$ cat src/hdl/gbt_pkg.sv
`timescale 1ns / 1ps
// ---------------------------------------------------------------------------
// gbt_pkg
// shared types, constants and register indexes of the gradient/bevel texture
// ---------------------------------------------------------------------------
package gbt_pkg;

   localparam int MAX_SIDE = 4096;
   localparam int SIDE_W   = $clog2(MAX_SIDE) + 1;
   localparam int COORD_W  = 12;
   localparam int NUM_W    = 34;
   localparam int QUO_W    = 8;
   localparam int NUM_CELLS = QUO_W;

   localparam logic [23:0] BLACK_LIGHT = 24'hc0c0c0;
   localparam logic [23:0] BLACK_SHADE = 24'h606060;

   localparam logic [2:0] REG_COLOR_FROM   = 3'd0;
   localparam logic [2:0] REG_COLOR_TO     = 3'd1;
   localparam logic [2:0] REG_IMAGE_WIDTH  = 3'd2;
   localparam logic [2:0] REG_IMAGE_HEIGHT = 3'd3;
   localparam logic [2:0] REG_PATTERN      = 3'd4;
   localparam logic [2:0] REG_EDGE_STYLE   = 3'd5;
   localparam logic [2:0] REG_FLIP         = 3'd6;

   localparam logic [1:0] PAT_SOLID = 2'd0;
   localparam logic [1:0] PAT_DIAG  = 2'd1;
   localparam logic [1:0] PAT_HORIZ = 2'd2;
   localparam logic [1:0] PAT_VERT  = 2'd3;

   localparam logic [1:0] STYLE_FLAT   = 2'd0;
   localparam logic [1:0] STYLE_BEVEL  = 2'd1;
   localparam logic [1:0] STYLE_BUTTON = 2'd2;

   localparam logic [1:0] EDGE_NONE  = 2'd0;
   localparam logic [1:0] EDGE_LIGHT = 2'd1;
   localparam logic [1:0] EDGE_DARK  = 2'd2;

   typedef struct packed {
      logic [COORD_W-1:0] col;
      logic [COORD_W-1:0] row;
   } gbt_req_type;

   typedef struct packed {
      logic [7:0] red;
      logic [7:0] green;
      logic [7:0] blue;
      logic       in_range;
   } gbt_rsp_type;

   typedef struct packed {
      logic [23:0]       color_from;
      logic [23:0]       color_to;
      logic [SIDE_W-1:0] image_width;
      logic [SIDE_W-1:0] image_height;
      logic [1:0]        pattern;
      logic [1:0]        edge_style;
      logic              flip;
   } gbt_cfg_type;

   // one item in flight through the divider chain, three color channels
   typedef struct packed {
      logic [2:0][NUM_W-1:0] rem;
      logic [NUM_W-1:0]      den;
      logic [2:0][QUO_W-1:0] quo;
      logic [2:0]            neg;
      logic [2:0][7:0]       base;
      logic [1:0]            kind;
      logic                  in_range;
   } gbt_div_type;

endpackage

$ cat src/hdl/gbt_prep.sv
`timescale 1ns / 1ps
// ---------------------------------------------------------------------------
// gbt_prep
// coordinate capture, flip, edge class and gradient numerator/denominator
// ---------------------------------------------------------------------------
module gbt_prep import gbt_pkg::*; (
   input  logic        clock,
   input  logic        reset,
   input  logic        adv,
   input  gbt_cfg_type cfg,
   input  logic        req_valid,
   input  gbt_req_type req_data,
   output logic        prep_valid,
   output gbt_div_type prep_data
);

   logic [SIDE_W-1:0] w, h;

   // stage 0: input register
   logic               v0_ff, v0_in;
   logic [COORD_W-1:0] x0_ff, x0_in, y0_ff, y0_in;
   // stage 1: range and flip
   logic               v1_ff, v1_in, inr1_ff, inr1_in;
   logic [COORD_W-1:0] x1_ff, x1_in, y1_ff, y1_in;
   // stage 2: products and edge class
   logic               v2_ff, v2_in, inr2_ff, inr2_in;
   logic [COORD_W-1:0] x2_ff, x2_in, y2_ff, y2_in;
   logic [25:0]        xh2_ff, xh2_in, yw2_ff, yw2_in, wh2_ff, wh2_in;
   logic [1:0]         kind2_ff, kind2_in;
   // stage 3: selected numerator base and denominator
   logic               v3_ff, v3_in, inr3_ff, inr3_in;
   logic [25:0]        s3_ff, s3_in;
   logic [NUM_W-1:0]   den3_ff, den3_in;
   logic [1:0]         kind3_ff, kind3_in;
   logic [2:0][7:0]    mag3_ff, mag3_in, base3_ff, base3_in;
   logic [2:0]         neg3_ff, neg3_in;
   // stage 4: numerator magnitude
   logic               v4_ff, v4_in;
   gbt_div_type        d4_ff, d4_in;

   assign w = (cfg.image_width > SIDE_W'(MAX_SIDE)) ? SIDE_W'(MAX_SIDE) : cfg.image_width;
   assign h = (cfg.image_height > SIDE_W'(MAX_SIDE)) ? SIDE_W'(MAX_SIDE) : cfg.image_height;

   always_comb begin
      v0_in = req_valid;
      x0_in = req_data.col;
      y0_in = req_data.row;
   end

   always_comb begin
      logic [SIDE_W-1:0] fx, fy;
      fx = w - SIDE_W'(1) - {1'b0, x0_ff};
      fy = h - SIDE_W'(1) - {1'b0, y0_ff};
      v1_in   = v0_ff;
      inr1_in = ({1'b0, x0_ff} < w) && ({1'b0, y0_ff} < h);
      x1_in   = cfg.flip ? fx[COORD_W-1:0] : x0_ff;
      y1_in   = cfg.flip ? fy[COORD_W-1:0] : y0_ff;
   end

   always_comb begin
      logic [SIDE_W-1:0] lo, hx, hy, xe, ye;
      logic              on;
      v2_in   = v1_ff;
      inr2_in = inr1_ff;
      x2_in   = x1_ff;
      y2_in   = y1_ff;
      xh2_in  = 26'(x1_ff * h);
      yw2_in  = 26'(y1_ff * w);
      wh2_in  = 26'(w * h);
      xe = {1'b0, x1_ff};
      ye = {1'b0, y1_ff};
      on = 1'b0;
      lo = '0;
      hx = '0;
      hy = '0;
      if (cfg.edge_style == STYLE_BUTTON && h > SIDE_W'(2)) begin
         on = 1'b1;
         hx = w - SIDE_W'(1);
         hy = h - SIDE_W'(1);
      end else if (cfg.edge_style == STYLE_BEVEL && h > SIDE_W'(4) && w >= SIDE_W'(3)) begin
         on = 1'b1;
         lo = SIDE_W'(1);
         hx = w - SIDE_W'(2);
         hy = h - SIDE_W'(2);
      end
      kind2_in = EDGE_NONE;
      if (on && xe >= lo && xe <= hx && ye >= lo && ye <= hy) begin
         // columns win over rows, the dark column over the light one
         if (xe == hx)      kind2_in = EDGE_DARK;
         else if (xe == lo) kind2_in = EDGE_LIGHT;
         else if (ye == lo) kind2_in = EDGE_LIGHT;
         else if (ye == hy) kind2_in = EDGE_DARK;
      end
   end

   always_comb begin
      logic signed [8:0] d;
      v3_in    = v2_ff;
      inr3_in  = inr2_ff;
      kind3_in = kind2_ff;
      case (cfg.pattern)
         PAT_DIAG: begin
            s3_in   = xh2_ff + yw2_ff;
            den3_in = NUM_W'({wh2_ff, 1'b0}) << (QUO_W - 1);
         end
         PAT_HORIZ: begin
            s3_in   = 26'(x2_ff);
            den3_in = NUM_W'(w) << (QUO_W - 1);
         end
         PAT_VERT: begin
            s3_in   = 26'(y2_ff);
            den3_in = NUM_W'(h) << (QUO_W - 1);
         end
         default: begin
            s3_in   = '0;
            den3_in = NUM_W'(1) << (QUO_W - 1);
         end
      endcase
      for (int i = 0; i < 3; i++) begin
         base3_in[i] = cfg.color_from[23-8*i -: 8];
         d = $signed({1'b0, cfg.color_to[23-8*i -: 8]}) - $signed({1'b0, base3_in[i]});
         neg3_in[i] = d[8];
         mag3_in[i] = d[8] ? 8'(-d) : d[7:0];
      end
   end

   always_comb begin
      v4_in = v3_ff;
      for (int i = 0; i < 3; i++) begin
         d4_in.rem[i] = NUM_W'(mag3_ff[i] * s3_ff);
         d4_in.quo[i] = '0;
      end
      d4_in.den      = den3_ff;
      d4_in.neg      = neg3_ff;
      d4_in.base     = base3_ff;
      d4_in.kind     = kind3_ff;
      d4_in.in_range = inr3_ff;
   end

   always_ff @(posedge clock) begin
      if (reset) begin
         v0_ff <= 1'b0;
         v1_ff <= 1'b0;
         v2_ff <= 1'b0;
         v3_ff <= 1'b0;
         v4_ff <= 1'b0;
      end else if (adv) begin
         v0_ff <= v0_in;
         v1_ff <= v1_in;
         v2_ff <= v2_in;
         v3_ff <= v3_in;
         v4_ff <= v4_in;
      end
   end

   always_ff @(posedge clock) begin
      if (adv) begin
         x0_ff    <= x0_in;
         y0_ff    <= y0_in;
         inr1_ff  <= inr1_in;
         x1_ff    <= x1_in;
         y1_ff    <= y1_in;
         inr2_ff  <= inr2_in;
         x2_ff    <= x2_in;
         y2_ff    <= y2_in;
         xh2_ff   <= xh2_in;
         yw2_ff   <= yw2_in;
         wh2_ff   <= wh2_in;
         kind2_ff <= kind2_in;
         inr3_ff  <= inr3_in;
         s3_ff    <= s3_in;
         den3_ff  <= den3_in;
         kind3_ff <= kind3_in;
         mag3_ff  <= mag3_in;
         base3_ff <= base3_in;
         neg3_ff  <= neg3_in;
         d4_ff    <= d4_in;
      end
   end

   assign prep_valid = v4_ff;
   assign prep_data  = d4_ff;

endmodule

$ cat config.mk
export PLATFORM = sky130hd
export DESIGN_NAME = gbt_prep
export DESIGN_NICKNAME = d
export VERILOG_FILES = /design/src/hdl/gbt_pkg.sv /design/src/hdl/gbt_prep.sv
export SDC_FILE = /design/constraint.sdc
export NUM_CORES = 2
export LEC_CHECK = 0
export ABC_AREA = 1
export BUFFER_PORTS_ARGS = -buffer_cell sky130_fd_sc_hd__buf_2
export CAP_MARGIN = 25
export CORE_UTILIZATION = 25
export CTS_CLUSTER_DIAMETER = 50
export DETAILED_ROUTE_END_ITERATION = 12
export HOLD_SLACK_MARGIN = 0.05
export PLACE_DENSITY_LB_ADDON = 0.12
export SETUP_SLACK_MARGIN = 0.02
export SYNTH_ARGS = -nofsm -noshare
export SYNTH_HDL_FRONTEND = slang
export SYNTH_SLANG_ARGS = --single-unit
$ cat constraint.sdc
create_clock -name clock -period 18.8 [get_ports clock]
set_clock_uncertainty 0.2 [all_clocks]
set_input_delay 2.82 -clock clock [delete_from_list [all_inputs] [get_ports clock]]
set_output_delay 2.82 -clock clock [all_outputs]
set_load 0.02 [all_outputs]
==> impl_results.md <==
* Status: complete, no violations
* Largest net degree at the start of global routing at 88
* Worst-path cell chain: buf_2, buf_4, inv_2, nand2_1, inv_1, nand2_1, fa_1, fa_1, fa_1, inv_1, fa_1, inv_1, fa_1, inv_1, ha_1, a21oi_1, o21ai_0, a21oi_1, inv_1, a21oi_1, o21ai_0, nand3_1, nand2_1, xor2_1
* Hold path startpoint: base3_ff[13]$_DFFE_PP_
* Area of the core at approximately 0.22 sq mm
* CP required at 19.10 ns
* Chip Height at approximately 470 um
* Hold Fails Final Rpt at 0
* Aggregate routed wire length at about 180000 um
* Synth warn at 0
* Post-CTS Setup Repair Bufs at 0
* Number of cells upsized or downsized after cts at 0
* Gate Count Post-Synth at 6419
* Post-synthesis cell type count at between 60 and 70
* CTS Buf Count at 85
* Grt ovf at 0
* Synth-to-Final Area Change at 13.8%
* Seq/Total Area, Yosys at 0.229
* Initial antenna violation count at 9
* Total track usage at 0.163
* Fraction of registers with async set/reset at 0
* Max stage delay on crit path at ~0.97 ns
* Worst Max-Slew Pin Slew at roughly 1.1 ns
* Hold Path Sink: prep_data[16]$_DFFE_PP_
* R2R Path Start: x1_ff[8]$_DFFE_PP_
* Max-Cap Viols at 0
* Input/output buffers at ~270
* Hold Crit Depth at 0
* Clock transition at the registers of the reported paths at 0.06 ns
* Final setup violation count at 0
* First-pass GRT wire length at 277000 um
* CTS tree: built
* Final net count at about 8k
* ANT nets after route at 0
* Reg-to-reg critical path endpoint: xh2_ff[22]$_DFFE_PP_
* Type of the tightest min-delay check: reg -> reg
* Die width at approximately 470 um
* Crit end category: flip-flop
* CP Class: in -> reg
* TNS Setup at 0 ns
* Sink Count at between 400 and 500
* Ratio of cells with drive above 1 in the final layout at 0.0833
* Detailed placer's ending HPWL at approximately 140000 um
* Setup crit start kind: input port
* Average vias per placed instance at 4.36
* Initial core utilization at 0.251
* Synth Area per Inst at 8.60 sq um
* Crit Path Max Fanout at 26
* CTS hold repair buffers at 0
* Clock Path Buffers at 3
* Final min period at 9.28 ns
* Final cycle utilization of the critical path at 0.494
* Worst R2R Setup Slack at 12.70 ns
* H-tree Lvls at 3
* Slew Viols, Final at 0
* CP max-delay cell: inv_1
* CP arrival at 9.58 ns
* Fmax at 108 MHz
* Clock Tree Root: clkbuf_16
* Top_reg_cell synth: edfxtp_1
* Routability congestion estimate at approximately 0.86
* Row count at 172
* TritonRoute pass-1 iters at 5
* IO Count at 298
* Die Area at 0.223 sq mm
* Worst-case reg-to-reg path depth at 20
* Clk_lat worst skew at ~0.75 ns
* Cell area after synthesis at 0.0552 sq mm
* Flip-flop and latch count after synthesis at approximately 420
* Wirelength per Cell at roughly 19 um
* Initial DRC Count at 2229
* Via count at ~42k
* DRC Markers at 0
* Number of global-route vias before repair at 44.9k
* RSZ-0062 raised after global routing: no
* Post-synth EDFFs at around 420
* Worst slew margin at 0.285
[area by class of cell]
class                      count  area (sq um)
antenna                        2          5.00
clock buffer                  87          2130
clock inverter                70           734
fill                       23510        157000
inverter                    1540          5780
multi-input combinational   4229         35700
sequential                   423         12700
tap                         2871          3590
timing repair buffer         363          2190
[metal layers]
layer,share of wire,global-route usage,up-vias
li1,-,-,19993
met2,0.49,0.284,833
met3,0.038,0.0188,198
met5,0,0,-
met4,0.028,0.0466,0
met1,0.45,0.212,20733
[sequential cells by signal, summed over array words and instances, names as in the netlist, 3 cells and up]
name,flops
x0_ff,12
xh2_ff,25
base3_ff,24
x2_ff,12
y1_ff,12
wh2_ff,26
neg3_ff,3
mag3_ff,24
prep_data,159
s3_ff,26
x1_ff,12
yw2_ff,25
den3_ff,27
y2_ff,12
y0_ff,12
[cell usage after synthesis, types with 11 or more instances]
master / instances / area share
clkbuf_1: 188 / 0.013
o22ai_1: 19 / 0.0022
edfxtp_1: 418 / 0.23
buf_1: 14 / 0.00095
a21o_1: 17 / 0.0023
nand2_1: 1483 / 0.10
nand3_1: 121 / 0.011
xnor2_1: 61 / 0.0097
o21ai_0: 147 / 0.013
nand4_1: 50 / 0.0057
o221ai_1: 16 / 0.0025
buf_2: 14 / 0.0013
inv_2: 12 / 0.00082
fa_1: 779 / 0.28
a21oi_1: 265 / 0.024
nor4_1: 11 / 0.0012
ha_1: 492 / 0.11
inv_1: 1521 / 0.10
nor3_1: 42 / 0.0038
a31oi_1: 21 / 0.0024
buf_4: 36 / 0.0049
nor2_1: 354 / 0.024
o21ai_1: 21 / 0.0019
o21bai_1: 25 / 0.0034
xor2_1: 166 / 0.026
[how the worst max path moves through the flow]
stage | endpoint | cells past startpoint | slack [ns] | start
detailed placement | xh2_ff[21]$_DFFE_PP_ | 24 | 8.76 | cfg[17]
global placement | xh2_ff[21]$_DFFE_PP_ | 24 | 8.79 | cfg[17]
global route | xh2_ff[21]$_DFFE_PP_ | 24 | 9.10 | cfg[17]
floorplan | yw2_ff[21]$_DFFE_PP_ | 23 | 10.38 | cfg[30]
CTS | xh2_ff[21]$_DFFE_PP_ | 24 | 9.59 | cfg[17]
finish | xh2_ff[21]$_DFFE_PP_ | 24 | 9.52 | cfg[17]
[logic make-up after synthesis]
logic type               share of synthesized area
AO/OA/AOI/OAI                               0.0626
XOR/XNOR                                    0.0363
buffers and inverters                        0.126
adder cells (fa/ha/maj)                      0.394
AND/OR/NAND/NOR                              0.152
flip-flops                                   0.229
other                                    0.0000680
[critical path: cells and delay by family]
family,cells,cell delay [ns]
xor+xnor,1,0.14
compound gates,5,1.02
simple gates,4,0.85
buf+inv,8,1.89
fa+ha+maj,6,2.82
[stage by stage]
| step | cell area (sq um) | setup slack (ns) | cells | hold WS [ns] | utilization |
|---|---|---|---|---|---|
| after global placement | 59800 | 8.79 | 9420 | 0.201 | 0.272 |
| final | 62800 | 9.52 | 9585 | 0.194 | 0.286 |
| after detailed placement | 59900 | 8.76 | 9425 | 0.205 | 0.273 |
| after CTS | 62800 | 9.59 | 9582 | 0.194 | 0.286 |
| after global routing | 62800 | 9.10 | 9583 | 0.198 | 0.286 |
| after floorplan | 55300 | 10.38 | 6449 | 0.200 | - |
[layout by cell type (no fill, tap or decap), types with 6 or more instances in the layout]
| cell type | instances |
|---|---|
| a21o_1 | 17 |
| o21ai_0 | 147 |
| a221oi_1 | 6 |
| nand3_1 | 121 |
| nand4_1 | 50 |
| a31oi_1 | 21 |
| o22ai_1 | 19 |
| bufinv_16 | 6 |
| o21bai_1 | 25 |
| nor2_2 | 6 |
| buf_16 | 6 |
| a21oi_1 | 265 |
| o221ai_1 | 16 |
| nor4_1 | 11 |
| nand3b_1 | 8 |
| clkinv_1 | 18 |
| clkbuf_16 | 85 |
| ha_1 | 492 |
| o21a_1 | 8 |
| clkinv_2 | 7 |
| buf_2 | 265 |
| xnor2_1 | 61 |
| xor2_1 | 166 |
| inv_2 | 12 |
| clkinv_4 | 11 |
| a21boi_0 | 8 |
| edfxtp_1 | 418 |
| fa_1 | 779 |
| conb_1 | 31 |
| buf_4 | 91 |
| inv_1 | 1521 |
| o31ai_1 | 8 |
| o211ai_1 | 7 |
| inv_6 | 18 |
| nand2_1 | 1483 |
| nand2_2 | 8 |
| clkinvlp_4 | 8 |
| nor2_1 | 353 |
| o21ai_1 | 21 |
| nor3_1 | 42 |
Power is left out: the tool's default activity adds up to more than one toggle a clock period on the data nets, which glitch-free logic cannot reach.
