File: src/hdl/gbt_pkg.sv
`timescale 1ns / 1ps
// ---------------------------------------------------------------------------
// gbt_pkg
// shared types, constants and register indexes of the gradient/bevel texture
// ---------------------------------------------------------------------------
package gbt_pkg;

   localparam int MAX_SIDE = 4096;
   localparam int SIDE_W   = $clog2(MAX_SIDE) + 1;
   localparam int COORD_W  = 12;
   localparam int NUM_W    = 34;
   localparam int QUO_W    = 8;
   localparam int NUM_CELLS = QUO_W;

   localparam logic [23:0] BLACK_LIGHT = 24'hc0c0c0;
   localparam logic [23:0] BLACK_SHADE = 24'h606060;

   localparam logic [2:0] REG_COLOR_FROM   = 3'd0;
   localparam logic [2:0] REG_COLOR_TO     = 3'd1;
   localparam logic [2:0] REG_IMAGE_WIDTH  = 3'd2;
   localparam logic [2:0] REG_IMAGE_HEIGHT = 3'd3;
   localparam logic [2:0] REG_PATTERN      = 3'd4;
   localparam logic [2:0] REG_EDGE_STYLE   = 3'd5;
   localparam logic [2:0] REG_FLIP         = 3'd6;

   localparam logic [1:0] PAT_SOLID = 2'd0;
   localparam logic [1:0] PAT_DIAG  = 2'd1;
   localparam logic [1:0] PAT_HORIZ = 2'd2;
   localparam logic [1:0] PAT_VERT  = 2'd3;

   localparam logic [1:0] STYLE_FLAT   = 2'd0;
   localparam logic [1:0] STYLE_BEVEL  = 2'd1;
   localparam logic [1:0] STYLE_BUTTON = 2'd2;

   localparam logic [1:0] EDGE_NONE  = 2'd0;
   localparam logic [1:0] EDGE_LIGHT = 2'd1;
   localparam logic [1:0] EDGE_DARK  = 2'd2;

   typedef struct packed {
      logic [COORD_W-1:0] col;
      logic [COORD_W-1:0] row;
   } gbt_req_type;

   typedef struct packed {
      logic [7:0] red;
      logic [7:0] green;
      logic [7:0] blue;
      logic       in_range;
   } gbt_rsp_type;

   typedef struct packed {
      logic [23:0]       color_from;
      logic [23:0]       color_to;
      logic [SIDE_W-1:0] image_width;
      logic [SIDE_W-1:0] image_height;
      logic [1:0]        pattern;
      logic [1:0]        edge_style;
      logic              flip;
   } gbt_cfg_type;

   // one item in flight through the divider chain, three color channels
   typedef struct packed {
      logic [2:0][NUM_W-1:0] rem;
      logic [NUM_W-1:0]      den;
      logic [2:0][QUO_W-1:0] quo;
      logic [2:0]            neg;
      logic [2:0][7:0]       base;
      logic [1:0]            kind;
      logic                  in_range;
   } gbt_div_type;

endpackage

File: src/hdl/gbt_finish.sv
`timescale 1ns / 1ps
// ---------------------------------------------------------------------------
// gbt_finish
// floor correction, color offset, edge shading and output register
// ---------------------------------------------------------------------------
module gbt_finish import gbt_pkg::*; (
   input  logic        clock,
   input  logic        reset,
   input  logic        adv,
   input  gbt_cfg_type cfg,
   input  logic        fin_valid,
   input  gbt_div_type fin_data,
   output logic        rsp_valid,
   output gbt_rsp_type rsp_data
);

   logic        rsp_valid_ff, rsp_valid_in;
   gbt_rsp_type rsp_data_ff, rsp_data_in;

   always_comb begin
      logic [2:0][7:0]   c;
      logic [8:0]        qq;
      logic signed [9:0] v;
      logic [9:0]        x3;
      logic              black;
      black = (cfg.pattern == PAT_SOLID) && (cfg.color_from == 24'd0);
      for (int i = 0; i < 3; i++) begin
         // floor for a negative numerator rounds away from zero
         qq = {1'b0, fin_data.quo[i]} +
              9'(fin_data.neg[i] && (fin_data.rem[i] != '0));
         if (fin_data.neg[i]) v = $signed({2'b0, fin_data.base[i]}) - $signed({1'b0, qq});
         else                 v = $signed({2'b0, fin_data.base[i]}) + $signed({1'b0, qq});
         if (v < 0)                 c[i] = 8'd0;
         else if (v > 10'sd255)     c[i] = 8'd255;
         else                       c[i] = v[7:0];
         x3 = {2'b0, c[i]} + {1'b0, c[i], 1'b0};
         if (fin_data.kind == EDGE_LIGHT) begin
            if (black)                 c[i] = BLACK_LIGHT[23-8*i -: 8];
            else if (x3[9:1] > 9'd255) c[i] = 8'd255;
            else                       c[i] = x3[8:1];
         end else if (fin_data.kind == EDGE_DARK) begin
            if (black) c[i] = BLACK_SHADE[23-8*i -: 8];
            else       c[i] = x3[9:2];
         end
         if (!fin_data.in_range) c[i] = 8'd0;
      end
      rsp_valid_in         = fin_valid;
      rsp_data_in.red      = c[0];
      rsp_data_in.green    = c[1];
      rsp_data_in.blue     = c[2];
      rsp_data_in.in_range = fin_data.in_range;
   end

   always_ff @(posedge clock) begin
      if (reset) begin
         rsp_valid_ff <= 1'b0;
      end else if (adv) begin
         rsp_valid_ff <= rsp_valid_in;
      end
   end

   always_ff @(posedge clock) begin
      if (adv) begin
         rsp_data_ff <= rsp_data_in;
      end
   end

   assign rsp_valid = rsp_valid_ff;
   assign rsp_data  = rsp_data_ff;

endmodule

File: config.mk
export PLATFORM = sky130hd
export DESIGN_NAME = gbt_finish
export DESIGN_NICKNAME = d
export VERILOG_FILES = /design/src/hdl/gbt_pkg.sv /design/src/hdl/gbt_finish.sv
export SDC_FILE = /design/constraint.sdc
export NUM_CORES = 1
export LEC_CHECK = 0
export ABC_CLOCK_PERIOD_IN_PS = 7700
export BUFFER_PORTS_ARGS = -buffer_cell sky130_fd_sc_hd__buf_2
export CORE_UTILIZATION = 25
export DETAILED_ROUTE_END_ITERATION = 8
export PLACE_DENSITY_LB_ADDON = 0.12
export SYNTH_ARGS = -nofsm -noshare
export SYNTH_HDL_FRONTEND = slang
export SYNTH_SLANG_ARGS = --single-unit
export TNS_END_PERCENT = 10
File: constraint.sdc
create_clock -name clock -period 7.7 [get_ports clock]
set_input_delay 1.155 -clock clock [delete_from_list [all_inputs] [get_ports clock]]
set_output_delay 1.155 -clock clock [all_outputs]
set_load 0.005 [all_outputs]
==> results of run 1 <==
-- timing repair --
action / 4_1_cts / 5_1_grt
pin swaps: 0 / 20
gates cloned: 0 / 0
endpoints found under the setup margin: 6 / 20
hold buffers: 0 / 0
buffers inserted: 0 / 8
gates resized for setup: 2 / 45
-- worst max path at each step --
stage                        startpoint            to  slack, ns  depth (start not counted)
final                     fin_data[112]  rsp_data[23]       0.24                         36
after global routing      fin_data[112]  rsp_data[22]      -0.11                         37
after CTS                 fin_data[112]  rsp_data[23]       0.02                         35
after detailed placement  fin_data[112]  rsp_data[22]      -0.32                         37
after global placement    fin_data[112]  rsp_data[22]      -0.36                         36
after floorplan            fin_data[90]  rsp_data[23]       0.16                         35
-- per-layer routing --
layer / wire (um) / global-route usage / vias up / part of all wire
li1: - / - / 3560 / -
met1: 9540 / 0.212 / 3111 / 0.49
met2: 9270 / 0.276 / 135 / 0.47
met3: 709 / 0.0142 / 9 / 0.036
met4: 103 / 0.0157 / 0 / 0.0052
met5: 0 / 0 / - / 0
-- metrics by stage --
stage	cell area (sq um)	setup TNS [ns]
2_1_floorplan	6050	0
3_3_place_gp	8170	-2.80
3_5_place_dp	8170	-2.24
4_1_cts	8270	0
5_1_grt	8540	-0.343
6_report	8540	0
-- worst register-to-register path, stage by stage (launching register included) --
cell and delay, ns:
dfxtp_1 0.31, mux2i_1 0.12, nor2_1 0.06
-- cells by family after synthesis --
family / synth area share
mux: 0.0167
compound gates: 0.305
fa+ha+maj: 0.141
buf+inv: 0.0587
simple gates: 0.235
flops: 0.127
xor+xnor: 0.116
-- Yosys cell counts (5+ instances only) --
cell type / number / area [sq um]
and4_1: 5 / 43.8
nand3_1: 19 / 95.1
nand4_1: 13 / 81.3
and2_1: 5 / 31.3
ha_1: 54 / 676
buf_2: 5 / 25.0
nor4_1: 34 / 213
xor2_1: 22 / 193
nand2b_1: 11 / 68.8
a211oi_1: 8 / 60.1
o32ai_1: 5 / 43.8
nor2_1: 67 / 251
nor3_1: 16 / 80.1
nand2_1: 46 / 173
o31a_1: 9 / 78.8
edfxtp_1: 25 / 751
inv_1: 50 / 188
clkbuf_1: 18 / 67.6
nand3b_1: 6 / 45.0
and3_1: 6 / 37.5
fa_1: 6 / 120
o21ai_0: 26 / 130
o21a_1: 20 / 150
a21oi_1: 60 / 300
mux2i_1: 9 / 90.1
a31oi_1: 10 / 62.6
a2bb2oi_1: 5 / 43.8
o211ai_1: 9 / 67.6
xnor2_1: 46 / 403
nor2b_1: 14 / 87.6
maj3_1: 6 / 60.1
a21o_1: 20 / 150
o22ai_1: 9 / 56.3
o221ai_1: 6 / 52.6
-- cell type report --
type | instances | area, sq um | area share
clock buffers | 4 | 88.8 | 0.0104
inverters | 54 | 203 | 0.0237
multi-input cells | 670 | 5140 | 0.602
flip-flops and latches | 26 | 771 | 0.0903
well taps | 319 | 399 | 0.0468
repair buffers | 328 | 1930 | 0.227
-- where the power goes --
part	internal, mW	switching (mW)
Combinational	0.647	0.675
Sequential	0.190	0.00606
Clock	0.0800	0.0572
-- sequential cells by signal, summed over array words and instances, names as in the netlist --
register and flops:
rsp_valid 1, rsp_data 25
==> impl_metrics.env, run 1 <==
export IMPL_status="completed"
export IMPL_ir_drop_mv=0.0786
export IMPL_cts_buffer_depth=2
export IMPL_grt_overflow=0
export IMPL_r2r_slack_ns=7.11
export IMPL_hold_start="rsp_valid"
export IMPL_min_to="rsp_valid"
export IMPL_ff2ff_path_depth=2
export IMPL_grt_pass1_wl_um=31600
export IMPL_cp_start_kind="input port"
export IMPL_syn_inst=780
export IMPL_io_buffers=211
export IMPL_seq_area_frac_synth=0.127
export IMPL_layout_commonest_cell="buf_2"
export IMPL_fp_dieArea_sq_um=24800
export IMPL_cts_buffers=3
export IMPL_wire_per_inst_um=14.0
export IMPL_relSlewSlack=0.409
export IMPL_num_io_pins=299
export IMPL_setup_viol=0
export IMPL_cts_tree="built"
export IMPL_critPathMaxFanout=7
export IMPL_synth_main_ff_cell="edfxtp_1"
export IMPL_crit_type="in -> reg"
export IMPL_wl_um=19600
export IMPL_dp_hpwl_um=16100
export IMPL_path_clk_slew_ns=0.07
export IMPL_clock_sinks=26
export IMPL_synth_fp_nets=1113
export IMPL_slowest_stage="ha_1"
export IMPL_num_antenna_cells=0
export IMPL_detail_route_iter0_violations=226
export IMPL_num_vias=6815
export IMPL_grt_usage=0.156
export IMPL_fillers=2565
export IMPL_rows=56
export IMPL_ys_ff_latch=26
export IMPL_worst_hold_path_type="reg -> reg"
export IMPL_drv_slew=0
export IMPL_fin_worst_skew_ns=0
export IMPL_synth_distinct_cells=94
export IMPL_first_pass_iters=4
export IMPL_worst_path_buf_inv=7
export IMPL_end_kind="flop"
export IMPL_core_sq_um=23600
export IMPL_start_util=0.256
export IMPL_place_congestion=0.813
export IMPL_hold_viol_final=0
export IMPL_antenna_found_initial=0
export IMPL_regToRegEndpoint="rsp_valid"
export IMPL_avgSynthCellArea_sq_um=7.76
export IMPL_fin_cells=1401
export IMPL_root_buffer="clkbuf_16"
export IMPL_async_flop_share=0
export IMPL_area_delta_synth_final_pct=41.1
export IMPL_synth_warnings=0
export IMPL_drive_above_1_share=0.373
export IMPL_chipHeight_um=158
export IMPL_synth_edff_count=25
export IMPL_vias_per_cell=4.86
export IMPL_layout_common_cells="buf_2, buf_4, nor2_1"
export IMPL_hold_slack_ns=0.521
export IMPL_drcViolationCount=0
export IMPL_fin_ws_ns=0.241
export IMPL_die_w_um=158
export IMPL_p_per_area_nw_per_um2=194
export IMPL_clock_latency_ns=0.27
export IMPL_finalCritPeriodShare=0.969
export IMPL_hold_depth=2
export IMPL_max_stage_delay_ns=0.37
export IMPL_ant_nets=0
export IMPL_maxCapViolCount=0
export IMPL_dp_cells=1389
export IMPL_finalPower_mw=1.66
export IMPL_final_util=0.362
export IMPL_post_route_min_period_ns=7.46
export IMPL_worstMarginPinSlew_ns=0.883
export IMPL_nets=1416
export IMPL_p_leak_nw=3.82
export IMPL_dp_slack_ns=-0.322
export IMPL_reg2reg_from="rsp_valid"
export IMPL_htreeDepth=1
export IMPL_fmax_mhz=134
export IMPL_cp_top_family="compound AO/OA/AOI/OAI gates"
export IMPL_cp_data_required_time_ns=7.72
export IMPL_syn_cell_area_sq_um=6050
export IMPL_grt_start_max_net_pins=27
export IMPL_worst_path_most_repeated_cell="buf_4"
export IMPL_grt_pass1_vias=6449
export IMPL_rsz0062_at_grt="yes"
export IMPL_cp_data_arrival_time_ns=7.48
(Power assumes the default switching activity.)
==> run 2: changes to the inputs <==
PLACE_DENSITY = 0.5   (was default)
PLACE_DENSITY_LB_ADDON = default   (was 0.12)
==> run 2 against run 1 <==
Maximum frequency up 2.4%. Cell area decreased by 1.5%. Global-route usage is 0.80 points lower. Worst setup slack better by 0.17 ns. Sequential share of layout area up 0.14 points. Hold slack lost 0.023 ns. Final cell count down 2.2%.
==> impl_metrics.env, run 2 (synthesis gave the netlist of run 1 again) <==
export IMPL_grt_pass1_wl_um=30400
export IMPL_power_share_sequential=0.125
export IMPL_fin_ws_ns=0.414
export IMPL_core_sq_um=23600
export IMPL_hold_viol_final=0
export IMPL_clock_sinks=26
export IMPL_grt_usage=0.149
export IMPL_ant_nets=0
export IMPL_cp_start_kind="input port"
export IMPL_fillers=2530
export IMPL_ir_drop_mv=0.123
export IMPL_r2r_slack_ns=7.12
export IMPL_worst_path_most_repeated_cell="ha_1"
export IMPL_slowest_stage="or4b_1"
export IMPL_clkPwrFrac=0.076
export IMPL_cts_buffer_depth=2
export IMPL_worstMarginPinSlew_ns=0.741
export IMPL_start_util=0.256
export IMPL_layout_common_cells="buf_2, buf_4, nor2_1"
export IMPL_drv_slew=0
export IMPL_largest_reg_flops=25
export IMPL_cts_hold_buf=0
export IMPL_grt_overflow=0
export IMPL_detail_route_iter0_violations=299
export IMPL_grt_pass1_vias=6531
export IMPL_layout_commonest_cell="buf_2"
export IMPL_end_kind="flop"
export IMPL_critPathMaxFanout=5
export IMPL_drcViolationCount=0
export IMPL_num_io_pins=299
export IMPL_htreeDepth=1
export IMPL_regToRegEndpoint="rsp_valid"
export IMPL_worst_hold_path_type="reg -> reg"
export IMPL_power_switching_mw=0.726
export IMPL_vias_per_cell=4.98
export IMPL_place_congestion=0.813
export IMPL_post_route_min_period_ns=7.29
export IMPL_chipHeight_um=158
export IMPL_dp_hpwl_um=15500
export IMPL_crit_end="rsp_data[14]"
export IMPL_cts_tree="built"
export IMPL_setup_viol=0
export IMPL_num_vias=6819
export IMPL_cp_data_arrival_time_ns=7.30
export IMPL_root_buffer="clkbuf_16"
export IMPL_fin_cells=1370
export IMPL_status="completed"
export IMPL_num_antenna_cells=0
export IMPL_p_per_area_nw_per_um2=190
export IMPL_cp_data_required_time_ns=7.71
export IMPL_crit_type="in -> reg"
export IMPL_drive_above_1_share=0.363
export IMPL_fin_worst_skew_ns=0
export IMPL_p_int_mw=0.874
export IMPL_rows=56
export IMPL_p_leak_nw=3.68
export IMPL_die_w_um=158
export IMPL_grt_start_max_net_pins=27
export IMPL_clock_latency_ns=0.26
export IMPL_wl_um=19200
export IMPL_nets=1385
export IMPL_finalCritPeriodShare=0.946
export IMPL_fp_dieArea_sq_um=24800
export IMPL_swShare=0.454
export IMPL_fmax_mhz=137
export IMPL_area_delta_synth_final_pct=38.9
export IMPL_max_stage_delay_ns=0.46
export IMPL_maxCapViolCount=0
export IMPL_rsz0062_at_grt="yes"
export IMPL_cts_buffers=3
export IMPL_hold_slack_ns=0.497
export IMPL_first_pass_iters=4
export IMPL_hold_depth=2
export IMPL_path_clk_slew_ns=0.06
export IMPL_ff2ff_path_depth=2
export IMPL_dp_slack_ns=-0.175
export IMPL_antenna_found_initial=0
export IMPL_relSlewSlack=0.505
export IMPL_tns_ns=0
export IMPL_power_frac_comb=0.800
export IMPL_dp_cells=1363
export IMPL_crit_start="fin_data[124]"
export IMPL_finalPower_mw=1.60
export IMPL_wire_per_inst_um=14.0
export IMPL_io_buffers=211
export IMPL_reg2reg_from="rsp_valid"
-- run 2: how the worst min path moves through the flow --
stage	startpoint	slack (ns)	end
after detailed placement	rsp_valid	0.49	rsp_valid
after global routing	rsp_valid	0.53	rsp_valid
after CTS	rsp_valid	0.50	rsp_valid
after global placement	rsp_valid	0.47	rsp_valid
final	rsp_valid	0.50	rsp_valid
after floorplan	rsp_valid	0.48	rsp_valid
-- run 2: per-stage QoR --
stage | util | cell area (sq um)
floorplan | - | 6050
global placement | 0.338 | 7980
detailed placement | 0.338 | 7980
CTS | 0.341 | 8060
global route | 0.356 | 8410
finish | 0.356 | 8410
-- run 2: layer usage --
layer  vias up  GRT usage  wire length [um]
li1       3503          -                 -
met1      3138      0.191              8820
met2       164      0.275              9380
met3        14     0.0115               798
met4         0     0.0194               179
met5         -          0                 0
-- run 2: area by class of cell --
cell class                 count  area [sq um]  area share
sequential                    26           771      0.0917
inverter                      54           203      0.0241
multi-input combinational    670          5250       0.625
clock buffer                   4          78.8     0.00938
tap                          319           399      0.0475
timing repair buffer         297          1700       0.202
-- run 2: power by group through the flow --
stage	Combinational, mW	Sequential (mW)	Clock [mW]
4_1_cts	1.22	0.200	0.123
3_3_place_gp	1.21	0.202	0
5_1_grt	1.43	0.202	0.128
6_report	1.28	0.200	0.121
3_5_place_dp	1.21	0.203	0
2_1_floorplan	0.829	0.203	0
-- run 2: worst max-delay path: cells and delay by family --
| kind | cells | cell delay (ns) |
|---|---|---|
| compound gates | 12 | 1.83 |
| simple gates | 9 | 1.75 |
| fa+ha+maj | 6 | 1.66 |
| buf+inv | 6 | 0.54 |
| xor+xnor | 2 | 0.35 |
-- run 2: timing repair --
item,in CTS,in global routing
endpoints found under the setup margin,0,17
setup buffers,0,3
resized for setup,0,62
==> run 3: changes to the inputs <==
ABC_CLOCK_PERIOD_IN_PS = 8500   (was 7700)
PLACE_DENSITY = 0.48   (was 0.5)
clock period = 8.5 ns   (was 7.7 ns; I/O delays follow)
==> run 3 against run 2 <==
Hold slack got worse by 0.0053 ns. Sequential share of layout area rose by 0.81 points. Wire length fell by 2.9%. Final cell count fell by 3.5%.
==> impl_metrics.env, run 3 (synthesis gave the netlist of run 1 again) <==
export IMPL_status="completed"
export IMPL_place_congestion=0.843
export IMPL_clock_sinks=26
export IMPL_root_buffer="clkbuf_16"
export IMPL_crit_start="fin_data[124]"
export IMPL_cts_hold_buf=0
export IMPL_worstMarginPinSlew_ns=0.781
export IMPL_clock_latency_ns=0.26
export IMPL_vias_per_cell=4.99
export IMPL_ir_drop_mv=0.0760
export IMPL_cp_data_required_time_ns=8.52
export IMPL_layout_commonest_cell="buf_2"
export IMPL_hold_start="rsp_valid"
export IMPL_path_clk_slew_ns=0.07
export IMPL_fin_cells=1322
export IMPL_cts_buffer_depth=2
export IMPL_num_io_pins=299
export IMPL_num_antenna_cells=0
export IMPL_fin_worst_skew_ns=0
export IMPL_first_pass_iters=5
export IMPL_wire_per_inst_um=14.1
export IMPL_grt_pass1_vias=6321
export IMPL_grt_start_max_net_pins=27
export IMPL_cp_top_family="compound AO/OA/AOI/OAI gates"
export IMPL_io_buffers=211
export IMPL_die_w_um=158
export IMPL_end_kind="flop"
export IMPL_antenna_found_initial=0
export IMPL_rows=56
export IMPL_start_util=0.256
export IMPL_cts_tree="built"
export IMPL_crit_type="in -> reg"
export IMPL_reg2reg_from="rsp_valid"
export IMPL_grt_usage=0.148
export IMPL_chipHeight_um=158
export IMPL_dp_hpwl_um=15300
export IMPL_cts_setup_buffers=0
export IMPL_worst_path_most_repeated_cell="ha_1"
export IMPL_drcViolationCount=0
export IMPL_relSlewSlack=0.478
export IMPL_p_per_area_nw_per_um2=174
export IMPL_tns_ns=0
export IMPL_setup_viol=0
export IMPL_critPathMaxFanout=6
export IMPL_max_stage_delay_ns=0.43
export IMPL_hold_viol_final=0
export IMPL_hold_depth=2
export IMPL_post_route_min_period_ns=7.88
export IMPL_area_delta_synth_final_pct=27.6
export IMPL_dp_cells=1318
export IMPL_ant_nets=0
export IMPL_finalCritPeriodShare=0.927
export IMPL_grt_pass1_wl_um=30400
export IMPL_cp_depth=36
export IMPL_fin_ws_ns=0.623
export IMPL_slowest_stage="or4b_1"
export IMPL_cts_buffers=3
export IMPL_fp_dieArea_sq_um=24800
export IMPL_htreeDepth=1
export IMPL_cp_data_arrival_time_ns=7.89
export IMPL_grt_overflow=0
export IMPL_largest_reg_flops=25
export IMPL_worst_path_buf_inv=7
export IMPL_drv_slew=0
export IMPL_drive_above_1_share=0.286
export IMPL_rsz0062_at_grt="no"
export IMPL_maxCapViolCount=0
export IMPL_dp_slack_ns=0.321
export IMPL_fmax_mhz=127
export IMPL_detail_route_iter0_violations=356
export IMPL_p_leak_nw=3.40
export IMPL_layout_common_cells="buf_2, nor2_1, a21oi_1"
export IMPL_cp_start_kind="input port"
export IMPL_core_sq_um=23600
export IMPL_num_vias=6591
export IMPL_nets=1337
export IMPL_ff2ff_path_depth=2
export IMPL_finalPower_mw=1.34
export IMPL_worst_hold_path_type="reg -> reg"
export IMPL_wl_um=18600
export IMPL_hold_slack_ns=0.492
## run 3: changes by cell type in the layout (fill, tap and decap cells not counted), sizes merged
cell	change
clkbuf	-1
buf	-48
clkinv	+1
## run 3: layer usage
layer	part of all wire	global-route usage	vias up
met2	0.46	0.257	155
li1	-	-	3412
met4	0.0088	0.0245	0
met3	0.037	0.0129	9
met5	0	0	-
met1	0.49	0.201	3015
## run 3: final timing paths
path                  end  slack, ns
max          rsp_data[14]       0.62
min             rsp_valid       0.49
max reg2reg     rsp_valid       7.93
min reg2reg     rsp_valid       0.49
## run 3: power breakdown
group	switching (mW)	leakage, nW	internal (mW)
Clock	0.0472	0.0385	0.0633
Combinational	0.568	3.11	0.486
Sequential	0.00683	0.249	0.172
## run 3: final cells by class
| type | instances | area (sq um) |
|---|---|---|
| multi-input combinational | 670 | 4930 |
| clock buffer | 3 | 75.1 |
| timing repair buffer | 249 | 1340 |
| sequential | 26 | 771 |
| tap | 319 | 399 |
| clock inverter | 1 | 3.75 |
| inverter | 54 | 203 |
| fill | 2566 | 15900 |
## run 3: worst min-delay path, cell delays in order (launching register included)
cell	delay, ns
dfxtp_1	0.32
mux2i_1	0.06
nor2_1	0.08
## run 3: through the flow
stage	instance area, sq um	utilization
2_1_floorplan	6050	-
3_3_place_gp	7640	0.324
3_5_place_dp	7640	0.324
4_1_cts	7720	0.327
5_1_grt	7720	0.327
6_report	7720	0.327
## run 3: timing repair
action / in CTS / in global routing
gates resized for setup: 0 / 1
setup endpoints to repair: 0 / 1
endpoints found under the hold margin: 0 / 0
