### src/hdl/gbt_pkg.sv
`timescale 1ns / 1ps
// ---------------------------------------------------------------------------
// gbt_pkg
// shared types, constants and register indexes of the gradient/bevel texture
// ---------------------------------------------------------------------------
package gbt_pkg;

   localparam int MAX_SIDE = 4096;
   localparam int SIDE_W   = $clog2(MAX_SIDE) + 1;
   localparam int COORD_W  = 12;
   localparam int NUM_W    = 34;
   localparam int QUO_W    = 8;
   localparam int NUM_CELLS = QUO_W;

   localparam logic [23:0] BLACK_LIGHT = 24'hc0c0c0;
   localparam logic [23:0] BLACK_SHADE = 24'h606060;

   localparam logic [2:0] REG_COLOR_FROM   = 3'd0;
   localparam logic [2:0] REG_COLOR_TO     = 3'd1;
   localparam logic [2:0] REG_IMAGE_WIDTH  = 3'd2;
   localparam logic [2:0] REG_IMAGE_HEIGHT = 3'd3;
   localparam logic [2:0] REG_PATTERN      = 3'd4;
   localparam logic [2:0] REG_EDGE_STYLE   = 3'd5;
   localparam logic [2:0] REG_FLIP         = 3'd6;

   localparam logic [1:0] PAT_SOLID = 2'd0;
   localparam logic [1:0] PAT_DIAG  = 2'd1;
   localparam logic [1:0] PAT_HORIZ = 2'd2;
   localparam logic [1:0] PAT_VERT  = 2'd3;

   localparam logic [1:0] STYLE_FLAT   = 2'd0;
   localparam logic [1:0] STYLE_BEVEL  = 2'd1;
   localparam logic [1:0] STYLE_BUTTON = 2'd2;

   localparam logic [1:0] EDGE_NONE  = 2'd0;
   localparam logic [1:0] EDGE_LIGHT = 2'd1;
   localparam logic [1:0] EDGE_DARK  = 2'd2;

   typedef struct packed {
      logic [COORD_W-1:0] col;
      logic [COORD_W-1:0] row;
   } gbt_req_type;

   typedef struct packed {
      logic [7:0] red;
      logic [7:0] green;
      logic [7:0] blue;
      logic       in_range;
   } gbt_rsp_type;

   typedef struct packed {
      logic [23:0]       color_from;
      logic [23:0]       color_to;
      logic [SIDE_W-1:0] image_width;
      logic [SIDE_W-1:0] image_height;
      logic [1:0]        pattern;
      logic [1:0]        edge_style;
      logic              flip;
   } gbt_cfg_type;

   // one item in flight through the divider chain, three color channels
   typedef struct packed {
      logic [2:0][NUM_W-1:0] rem;
      logic [NUM_W-1:0]      den;
      logic [2:0][QUO_W-1:0] quo;
      logic [2:0]            neg;
      logic [2:0][7:0]       base;
      logic [1:0]            kind;
      logic                  in_range;
   } gbt_div_type;

endpackage

### src/hdl/gbt_div_cell.sv
`timescale 1ns / 1ps
// ---------------------------------------------------------------------------
// gbt_div_cell
// one restoring division step for three channels, quotient bit per cell
// ---------------------------------------------------------------------------
module gbt_div_cell import gbt_pkg::*; (
   input  logic        clock,
   input  logic        reset,
   input  logic        adv,
   input  logic        cell_valid_in,
   input  gbt_div_type cell_data_in,
   output logic        cell_valid_out,
   output gbt_div_type cell_data_out
);

   logic        valid_ff, valid_in;
   gbt_div_type data_ff, data_in;

   always_comb begin
      logic ge;
      data_in  = cell_data_in;
      valid_in = cell_valid_in;
      for (int i = 0; i < 3; i++) begin
         ge = cell_data_in.rem[i] >= cell_data_in.den;
         data_in.rem[i] = ge ? cell_data_in.rem[i] - cell_data_in.den : cell_data_in.rem[i];
         data_in.quo[i] = {cell_data_in.quo[i][QUO_W-2:0], ge};
      end
      // divisor moves one place down for the next cell
      data_in.den = cell_data_in.den >> 1;
   end

   always_ff @(posedge clock) begin
      if (reset) begin
         valid_ff <= 1'b0;
      end else if (adv) begin
         valid_ff <= valid_in;
      end
   end

   always_ff @(posedge clock) begin
      if (adv) begin
         data_ff <= data_in;
      end
   end

   assign cell_valid_out = valid_ff;
   assign cell_data_out  = data_ff;

endmodule

### config.mk
export PLATFORM = sky130hd
export DESIGN_NAME = gbt_div_cell
export DESIGN_NICKNAME = d
export VERILOG_FILES = /design/src/hdl/gbt_pkg.sv /design/src/hdl/gbt_div_cell.sv
export SDC_FILE = /design/constraint.sdc
export NUM_CORES = 1
export LEC_CHECK = 0
export ABC_AREA = 0
export BUFFER_PORTS_ARGS = -buffer_cell sky130_fd_sc_hd__buf_2
export CAP_MARGIN = 20
export CORE_MARGIN = 2
export CORE_UTILIZATION = 25
export CTS_CLUSTER_DIAMETER = 40
export DETAILED_ROUTE_END_ITERATION = 6
export GPL_TIMING_DRIVEN = 0
export SYNTH_ARGS = -nofsm -noshare
export SYNTH_HDL_FRONTEND = slang
export SYNTH_SLANG_ARGS = --single-unit
### constraint.sdc
create_clock -name clock -period 8.1 [get_ports clock]
set_clock_uncertainty 0.2 [all_clocks]
set_input_delay 0.405 -clock clock [delete_from_list [all_inputs] [get_ports clock]]
set_output_delay 0.405 -clock clock [all_outputs]
set_load 0.02 [all_outputs]
==> results.yml, run 1 <==
run_status:
  outcome: "finished, final reports clean"
die:
  die_x_um: 226
  rows: 81
  core-area_mm2: 0.0487
  die_h_um: 226
  die_area_mm2: 0.0511
  start_util_pct: 25.3
  ios: 385
routing:
  vias_per_cell: 4.76
  drt_pre_antenna_iters: 5
  vias: 11400
  wl_per_cell_um: 19.4
  drc: 0
  totalWireLength_um: 46400
  drtIter0Drc: 555
  antenna_left: 0
cts:
  root_buffer: "clkbuf_16"
  clk_pin_slew_worst_paths_ns: 0.07
  cts_resized: 0
  clock-sinks: 190
  cts_htree_levels: 4
  cts_buffer_depth: 2
  tritoncts: "done"
  post_cts_buffers: 0
  clk-insertion-delay-late_ns: 0.49
  cts_hold_buffers: 106
  cts_made_buffers: 17
cells_and_area:
  multi_input_area_mm2: 0.00620
  drive_above_1_share_pct: 26.5
  fillers: 4962
  fin_cells: 2391
  area_delta_synth_final_pct: 35.6
  regArea_mm2: 0.00570
  nets: 2009
synth:
  synth_edf_count: 189
  avgSynthCellArea_um2: 10.2
  ys.flop_type: "edfxtp_1"
  synth_area_mm2: 0.0123
  synthCells: 1204
  ys_warn_count: 0
  ys_seq_elements: 190
  async_flop_share_pct: 0
  synth_fp_nets: 1503
  ys_types: 78
  yosysSeqAreaShare_pct: 46.2
critical_path:
  endpoint_kind: "flip-flop"
  crit_type: "primary input to flip-flop"
  required_ns: 8.16
  critPathSlowestCell: "nor2_1"
  start_kind: "primary input"
  max_stage_delay_ns: 0.64
  arrival_ns: 4.75
  cp_cell_sequence: "dlygate4sd3_1 -> buf_2 -> inv_1 -> ha_1 -> inv_1 -> fa_1 -> a21oi_1 -> o211a_1 -> o22a_1 -> nor3_1 -> o21ai_1 -> a21oi_1 -> nor2_1 -> clkbuf_1 -> a211oi_1 -> nor3_1"
  cp_max_fo: 10
global_routing:
  grt_usage_pct: 17.9
  antenna_found_initial: 13
  grt_start_max_net_pins: 104
  overflow: 0
  grt_pass1_wl_um: 67000
  grt_pass1_vias: 11400
timing:
  hold_violations: 0
  tns_ns: 0
  slew_headroom_pct: 39.3
  drv_slew: 0
  fin_crit_ns: 4.70
  fin_crit_sh_pct: 58.0
  worst_pin_slew_ns: 0.911
  setup_viol: 0
  fmax_mhz: 213
  rsz0062_at_grt: "false"
power_and_ir_drop:
  power_density_mw_per_mm2: 185
  swShare_pct: 34.5
  leakage_nw: 7.26
  pwr-share-seq_pct: 40.5
  p_comb_share_pct: 32.8
  p_sw_mw: 1.07
  peakVddDrop_v: 0.000153
  internal_power_mw: 2.02
  clkPwrFrac_pct: 26.6
place:
  place_inst: 2249
  io_buffers: 380
  dp_hpwl_um: 36900
  gp_congestion: 0.867
run:
  max-cap-violations: 0
worst_hold_path:
  hp-class: "primary input to flip-flop"
## worst paths after layout
| check | to | slack, ns | cells after the start | startpoint |
|---|---|---|---|---|
| worst min register to register | cell_valid_out | 0.87 | 3 | cell_valid_out |
| worst min-delay path | cell_data_out[176] | 0.03 | 3 | cell_data_in[176] |
| worst max-delay path | cell_data_out[189] | 3.40 | 16 | cell_data_in[156] |
| worst max register to register | cell_valid_out | 6.73 | 3 | cell_valid_out |
## cells in the mapped netlist, types with 3 or more instances
| cell type | count | area (µm²) |
|---|---|---|
| nor2b_1 | 8 | 50.1 |
| o21a_1 | 11 | 82.6 |
| edfxtp_1 | 189 | 5680 |
| o21ai_1 | 39 | 195 |
| o211ai_1 | 4 | 30.0 |
| o31ai_1 | 6 | 45.0 |
| and4_1 | 5 | 43.8 |
| mux2_2 | 7 | 78.8 |
| nand3_1 | 20 | 100 |
| or2_2 | 7 | 43.8 |
| o22ai_1 | 4 | 25.0 |
| a211oi_1 | 13 | 97.6 |
| o21ai_0 | 67 | 335 |
| ha_1 | 102 | 1280 |
| o21bai_1 | 12 | 90.1 |
| mux2i_1 | 3 | 30.0 |
| a31oi_1 | 9 | 56.3 |
| nand3b_1 | 4 | 30.0 |
| clkbuf_1 | 25 | 93.8 |
| xor2_1 | 43 | 377 |
| a311oi_1 | 3 | 26.3 |
| a21oi_2 | 3 | 26.3 |
| fa_1 | 3 | 60.1 |
| nor2_1 | 73 | 274 |
| nand2b_1 | 7 | 43.8 |
| nand2_1 | 128 | 480 |
| a21oi_1 | 124 | 621 |
| nor4_1 | 4 | 25.0 |
| and3_1 | 8 | 50.1 |
| a21o_1 | 52 | 390 |
| a2111oi_0 | 3 | 26.3 |
| buf_2 | 11 | 55.1 |
| nand4_1 | 23 | 144 |
| inv_1 | 61 | 229 |
| nor3_1 | 14 | 70.1 |
| xnor2_1 | 43 | 377 |
| and2_1 | 3 | 18.8 |
## per-layer routing
metal	global-route usage (%)	wire, µm
met1	20.1	18900
met2	31.6	22900
met3	5.20	3060
met4	7.37	1420
met5	0	71
## stage by stage
stage / area (µm²) / hold WS, ns / total power, mW / worst slack (ns) / utilization [%]
after floorplan: 12300 / 0.277 / 1.89 / 4.71 / -
after global routing: 16700 / 0.0253 / 3.26 / 3.17 / 34.3
after detailed placement: 15100 / 0.276 / 2.25 / 3.40 / 31.0
after CTS: 16700 / 0.000262 / 3.13 / 3.39 / 34.3
final: 16700 / 0.0334 / 3.09 / 3.40 / 34.3
after global placement: 15100 / 0.265 / 2.24 / 3.46 / 30.9
## registers in the layout (all words and copies together) (netlist names)
register        count
cell_data_out     189
cell_valid_out      1
## cell families after synthesis
kind of cell	after synthesis	share of synthesized area (%)
AOI/OAI and AO/OA	392	20.4
and+or+nand+nor	314	11.8
DFF	190	46.2
adders and majority gates	105	10.8
buffers and inverters	104	3.46
xor gates and xnor gates	86	6.11
muxes	12	1.07
other	1	0.0304
## placed cells by master (no fill, tap or decap), drive strengths merged, types with 5 or more instances in the layout
cell and count:
nand2b 7, o21a 11, xor2 43, ha 102, a21oi 127, nand2 128, nand4 23, a21o 52
a211oi 13, nor3 14, and3 8, dlygate4sd3 106, clkinv 7, and4 5, o211ai 5, nor2b 8
o31ai 10, or2 8, buf 397, edfxtp 189, a31oi 9, clkbuf 43, nor2 73, mux2 9
nand3 21, o21ai 107, o21bai 12, xnor2 43, inv 66
## layout make-up
cell class / count / share of cell area, %
Sequential cell: 190 / 34.1
Clock inverter: 14 / 0.704
Multi-Input combinational cell: 910 / 37.1
Inverter: 63 / 1.42
Buffer: 41 / 1.14
Antenna cell: 4 / 0.0599
Tap cell: 664 / 4.97
Clock buffer: 18 / 2.57
Timing Repair Buffer: 487 / 18.0
## worst max-delay path: cells and delay by family
family | cells | cell delay, ns
buf+inv | 5 | 1.39
compound gates | 6 | 1.28
simple gates | 3 | 1.11
fa+ha+maj | 2 | 0.57
## power groups by stage
stage	Combinational [mW]	Sequential, mW	Clock, mW
4_1_cts	1.02	1.25	0.855
3_3_place_gp	0.966	1.28	0
3_5_place_dp	0.974	1.27	0
2_1_floorplan	0.472	1.42	0
5_1_grt	1.11	1.26	0.880
6_report	1.01	1.25	0.822
(Power assumes the default switching activity.)
==> run 2, diff against run 1 <==
- ABC_AREA: 0 -> 1
- clock period: 8.1 -> 4.65 ns (I/O delays scaled with it)
==> run 2 against run 1 <==
Against the previous run:
- worst setup slack worse by 2.0 ns
- via count increased by 33%
- global-route usage is 1.8 points higher
- final cell count up 43%
- critical path type unchanged
==> results.yml, run 2 <==
synth:
  yosysSeqAreaShare_pct: 38.2
  yosys.cell_count.top_type: "nand2_1"
  ys_types: 40
  async_flop_share_pct: 0
  synthTopCellsByCount: "nand2_1, inv_1, edfxtp_1"
  synth_fp_nets: 2336
  synth_top_area_share_pct: 38.1
  synth_edf_count: 189
  avgSynthCellArea_um2: 7.31
  synth_top_area_cell: "edfxtp_1"
  ys_warn_count: 0
  synthCells: 2037
  synth_area_leaders: "edfxtp_1, nand2_1, ha_1, inv_1, nand3_1"
  ys_seq_elements: 190
  synth_area_mm2: 0.0149
  ys.flop_type: "edfxtp_1"
run:
  max-cap-violations: 0
timing:
  hold_violations: 0
  fin_crit_ns: 3.23
  worst_pin_slew_ns: 0.691
  fmax_mhz: 310
  fin_crit_sh_pct: 69.4
  setup_viol: 0
  tns_ns: 0
  slew_headroom_pct: 53.4
  fin_ws_ns: 1.42
  rsz0062_at_grt: "false"
  drv_slew: 0
power_and_ir_drop:
  p_sw_mw: 2.31
  peakVddDrop_v: 0.000328
  clkPwrFrac_pct: 27.0
  power_density_mw_per_mm2: 292
  p_comb_share_pct: 36.1
  leakage_nw: 10.3
  swShare_pct: 39.0
  pwr-share-seq_pct: 36.9
  internal_power_mw: 3.62
cells_and_area:
  nets: 2922
  drive_above_1_share_pct: 20.6
  layout_commonest_cell: "nand2_1"
  final_cell_mix: "nand2_1, buf_2, inv_1"
  area_delta_synth_final_pct: 36.2
  largest_reg_flops: 189
cts:
  cts_made_buffers: 17
  clk-insertion-delay-late_ns: 0.50
  post_cts_buffers: 0
  cts_htree_levels: 4
  clk_pin_slew_worst_paths_ns: 0.08
  root_buffer: "clkbuf_16"
  clock-sinks: 190
  cts_buffer_depth: 2
  tritoncts: "done"
global_routing:
  grt_pass1_wl_um: 87700
  grt_use_met2_pct: 32.9
  grt-busiest-layer: "met2"
  grt_util_met3_pct: 4.33
  overflow: 0
  antenna_found_initial: 8
  grt_pass1_vias: 14400
  grt_start_max_net_pins: 121
  use_met1_pct: 24.6
  grt_usage_pct: 19.7
critical_path:
  cpMostUsedCell: "nand2_1"
  start_kind: "primary input"
  crit_type: "primary input to flip-flop"
  max_stage_delay_ns: 0.56
  cp_cell_sequence: "dlygate4sd3_1 -> buf_2 -> inv_1 -> ha_1 -> nand2_1 -> nor2_1 -> nand2_1 -> nor2_2 -> nand4_1 -> nand2_2 -> nor2_4 -> nand2_8 -> buf_6 -> nand2_1 -> nand2_1"
  cp_max_fo: 10
  endpoint_kind: "flip-flop"
  arrival_ns: 3.24
  required_ns: 4.66
  critPathSlowestCell: "dlygate4sd3_1"
routing:
  drt_pre_antenna_iters: 5
  vias_per_cell: 4.45
  antenna_left: 0
  drc: 0
  drtIter0Drc: 840
  totalWireLength_um: 61400
  wl_per_cell_um: 18.0
  vias: 15200
die:
  die_x_um: 248
  die_h_um: 248
  rows: 89
  start_util_pct: 25.2
  core-area_mm2: 0.0590
  die_area_mm2: 0.0616
  ios: 385
worst_hold_path:
  hp-class: "primary input to flip-flop"
place:
  pre_cts_ws_ns: 1.46
  dp_hpwl_um: 49600
  io_buffers: 380
  gp_congestion: 0.953
run_status:
  outcome: "finished, final reports clean"
[run 2: changes by cell type after synthesis, moves of 51 or more]
cell	previous run	this run
a21o_1	52	1
inv_1	61	319
nand2_1	128	761
nand2_2	0	55
nand3_1	20	132
nor2_1	73	149
[run 2: metrics by stage]
stage	hold WS, ns	instances	total power, mW	util, %	cell area (µm²)
finish	0.0337	3410	5.92	34.4	20300
detailed placement	0.194	3191	4.23	30.2	17800
floorplan	0.105	2037	3.49	-	14900
global placement	0.192	3190	4.23	30.1	17800
CTS	0.00265	3409	6.00	34.4	20300
global route	0.00299	3410	6.29	34.4	20300
[run 2: repair_timing]
| action | in CTS | in global routing |
|---|---|---|
| hold buffers | 186 | 0 |
| hold endpoints to repair | 197 | 0 |
| gates resized for setup | 0 | 0 |
[run 2: kinds of logic after synthesis]
group                      Yosys count  share of synthesized area (%)
adders and majority gates          105                           8.97
other                                1                         0.0252
muxes                                1                         0.0672
DFF                                190                           38.2
xor gates and xnor gates            51                           3.00
and+or+nand+nor                   1200                           34.7
buffers and inverters              346                           9.81
AOI/OAI and AO/OA                  143                           5.16
[run 2: final cells by class]
cell class	count	area (µm²)
repair buffers	567	3800
inverters	324	1230
diodes	1	2.50
flip-flops and latches	190	5700
clock buffers	17	425
well taps	773	967
plain buffers	22	235
fillers	6272	38700
clock inverters	15	204
multi-input cells	1501	7740
[run 2: worst paths after layout]
path	start	slack [ns]	cells after the start	endpoint
worst min-delay path	cell_data_in[163]	0.03	3	cell_data_out[163]
worst max register to register	cell_valid_out	3.30	3	cell_valid_out
worst max-delay path	cell_data_in[73]	1.42	15	cell_data_out[89]
worst min register to register	cell_valid_out	0.85	3	cell_valid_out
[run 2: power groups by stage]
| stage | Sequential (mW) | Combinational (mW) | Clock, mW |
|---|---|---|---|
| floorplan | 2.48 | 1.01 | 0 |
| global placement | 2.23 | 2.00 | 0 |
| detailed placement | 2.23 | 2.00 | 0 |
| CTS | 2.19 | 2.14 | 1.66 |
| global route | 2.21 | 2.36 | 1.72 |
| finish | 2.19 | 2.14 | 1.60 |
[run 2: worst max-delay path, delay by kind of cell]
family,cells,cell delay [ns]
and+or+nand+nor,10,1.32
buffers and inverters,4,1.30
adders and majority gates,1,0.38
[run 2: routing by layer]
layer	up-vias	part of all wire, %
met3	85	6.7
li1	7684	-
met4	12	3.2
met1	6887	44
met2	495	46
met5	-	0.14
==> run 3, diff against run 2 <==
- ABC_AREA: 1 -> 0
- clock period: 4.65 -> 3.2 ns (I/O delays scaled with it)
==> run 3 against run 2 <==
Against the previous run:
- flip-flop and latch count stayed put
- first-iteration DRC count fell by 32%
- critical endpoint is now cell_data_out[185]
- critical path depth down 3
- the flow now finishes with violations (negative hold slack)
- sequential power grew 45%
- sequential share of layout area grew 3.6 points
- worst setup slack worse by 1.3 ns
- via count shrank 22%
- largest cell class unchanged
- critical path type unchanged
- core utilization grew 2.5 points
==> results.yml, run 3 (synthesis gave the netlist of run 1 again) <==
run_status:
  outcome: "finished with violations"
  violations: "negative hold slack"
power_and_ir_drop:
  swShare_pct: 34.4
  p_comb_share_pct: 34.6
  p_sw_mw: 2.77
  peakVddDrop_v: 0.000396
  clkPwrFrac_pct: 25.9
  internal_power_mw: 5.28
  power.total_mw: 8.04
  pwr-share-seq_pct: 39.4
  leakage_nw: 7.79
  power_density_mw_per_mm2: 447
die:
  ios: 385
  die_x_um: 226
  die_h_um: 226
  core-area_mm2: 0.0487
  rows: 81
  die_area_mm2: 0.0511
  start_util_pct: 25.3
routing:
  vias_per_cell: 4.75
  drc: 0
  wl_per_cell_um: 19.2
  drtIter0Drc: 572
  drt_pre_antenna_iters: 5
  totalWireLength_um: 47900
  antenna_left: 0
  vias: 11900
global_routing:
  grt_usage_pct: 18.4
  grt_pass1_vias: 12000
  grt_start_max_net_pins: 104
  grt_pass1_wl_um: 69000
  antenna_found_initial: 12
  overflow: 0
critical_path:
  reg2reg_slack_ns: 1.83
  crit_type: "primary input to flip-flop"
  critPathSlowestCell: "dlygate4sd3_1"
  required_ns: 3.35
  critPathBufInv: 2
  critPathTopFamily: "compound AO/OA/AOI/OAI gates"
  cp_max_fo: 7
  max_stage_delay_ns: 0.54
  cp_cell_sequence: "dlygate4sd3_1 -> buf_2 -> ha_2 -> a21oi_2 -> o21ai_0 -> nor2_1 -> o21ai_2 -> o31ai_4 -> o21ai_2 -> a221o_1 -> or4b_1 -> nand3_1"
  start_kind: "primary input"
  endpoint_kind: "flip-flop"
  cpMostUsedCell: "o21ai_2"
  arrival_ns: 3.26
cts:
  cts_buffer_depth: 2
  clk_pin_slew_worst_paths_ns: 0.07
  root_buffer: "clkbuf_16"
  cts_made_buffers: 17
  clock-sinks: 190
  clk-insertion-delay-late_ns: 0.49
  cts_htree_levels: 4
  tritoncts: "done"
timing:
  setup_viol: 0
  drv_slew: 0
  fin_crit_ns: 3.10
  hold_violations: 10
  holdWs_ns: -0.0313
  slew_headroom_pct: 37.2
  fmax_mhz: 322
  fin_crit_sh_pct: 97.0
  fin_ws_ns: 0.0955
  worst_pin_slew_ns: 0.942
cells_and_area:
  drive_above_1_share_pct: 29.2
  layout_commonest_cell: "buf_2"
  area_delta_synth_final_pct: 46.2
  final_cell_mix: "buf_2, edfxtp_1, dlygate4sd3_1"
  largest_reg_flops: 189
  nets: 2115
place:
  io_buffers: 380
  dp_hpwl_um: 36900
  pre_cts_ws_ns: -1.26
  gp_congestion: 0.867
run:
  max-cap-violations: 0
worst_hold_path:
  hp-class: "primary input to flip-flop"
## run 3: changes by cell type in the layout (fill, tap and decap cells not counted), sizes merged, moves of 24 or more
cell	before	now
a21o	1	52
xnor2	9	43
nand2	820	128
nand3	148	21
a21oi	87	127
inv	332	63
o21ai	48	107
nor2	167	73
buf	403	427
## run 3: cell type report
class                      count  area [µm²]
antenna                        4        10.0
inverter                      63         248
timing repair buffer         599        4070
multi-input combinational    910        6390
buffer                        35         215
sequential                   190        5700
tap                          664         831
clock buffer                  18         429
fill                        4871       30700
clock inverter                14         118
## run 3: timing repair
item	in CTS	in global routing
hold endpoints to repair	186	3
gates cloned	1	1
setup buffers	14	15
pin swaps	7	18
gates resized for setup	26	49
hold buffers	184	3
setup endpoints to repair	101	95
## run 3: worst paths after layout
check	cells after the start	endpoint	from
worst min-delay path	1	cell_data_out[153]	adv
worst max-delay path	12	cell_data_out[185]	cell_data_in[170]
worst min register to register	3	cell_valid_out	cell_valid_out
worst max register to register	3	cell_valid_out	cell_valid_out
## run 3: per-stage QoR
step | utilization (%) | hold WS, ns | std cells | instance area [µm²] | TNS [ns]
after floorplan | - | 0.0324 | 1204 | 12300 | 0
after global placement | 30.9 | 0.116 | 2248 | 15100 | -243.23
after detailed placement | 31.0 | 0.118 | 2249 | 15100 | -80.15
after CTS | 36.2 | -0.201 | 2480 | 17700 | 0
after global routing | 36.9 | 0.0117 | 2495 | 18000 | -0.103
final | 36.9 | -0.0313 | 2497 | 18000 | 0
## run 3: layer usage
layer / track usage, % / vias up / wire [µm]
met5: 0 / - / 66
met4: 7.43 / 10 / 1350
met3: 5.09 / 70 / 3090
met2: 32.9 / 367 / 24100
met1: 20.5 / 5688 / 19400
li1: - / 5732 / -
## run 3: power groups by stage
stage / Sequential, mW / Combinational, mW / Clock [mW]
floorplan: 3.59 / 1.19 / 0
global placement: 3.23 / 2.44 / 0
detailed placement: 3.22 / 2.46 / 0
CTS: 3.17 / 2.71 / 2.16
global route: 3.20 / 3.04 / 2.23
finish: 3.17 / 2.79 / 2.09
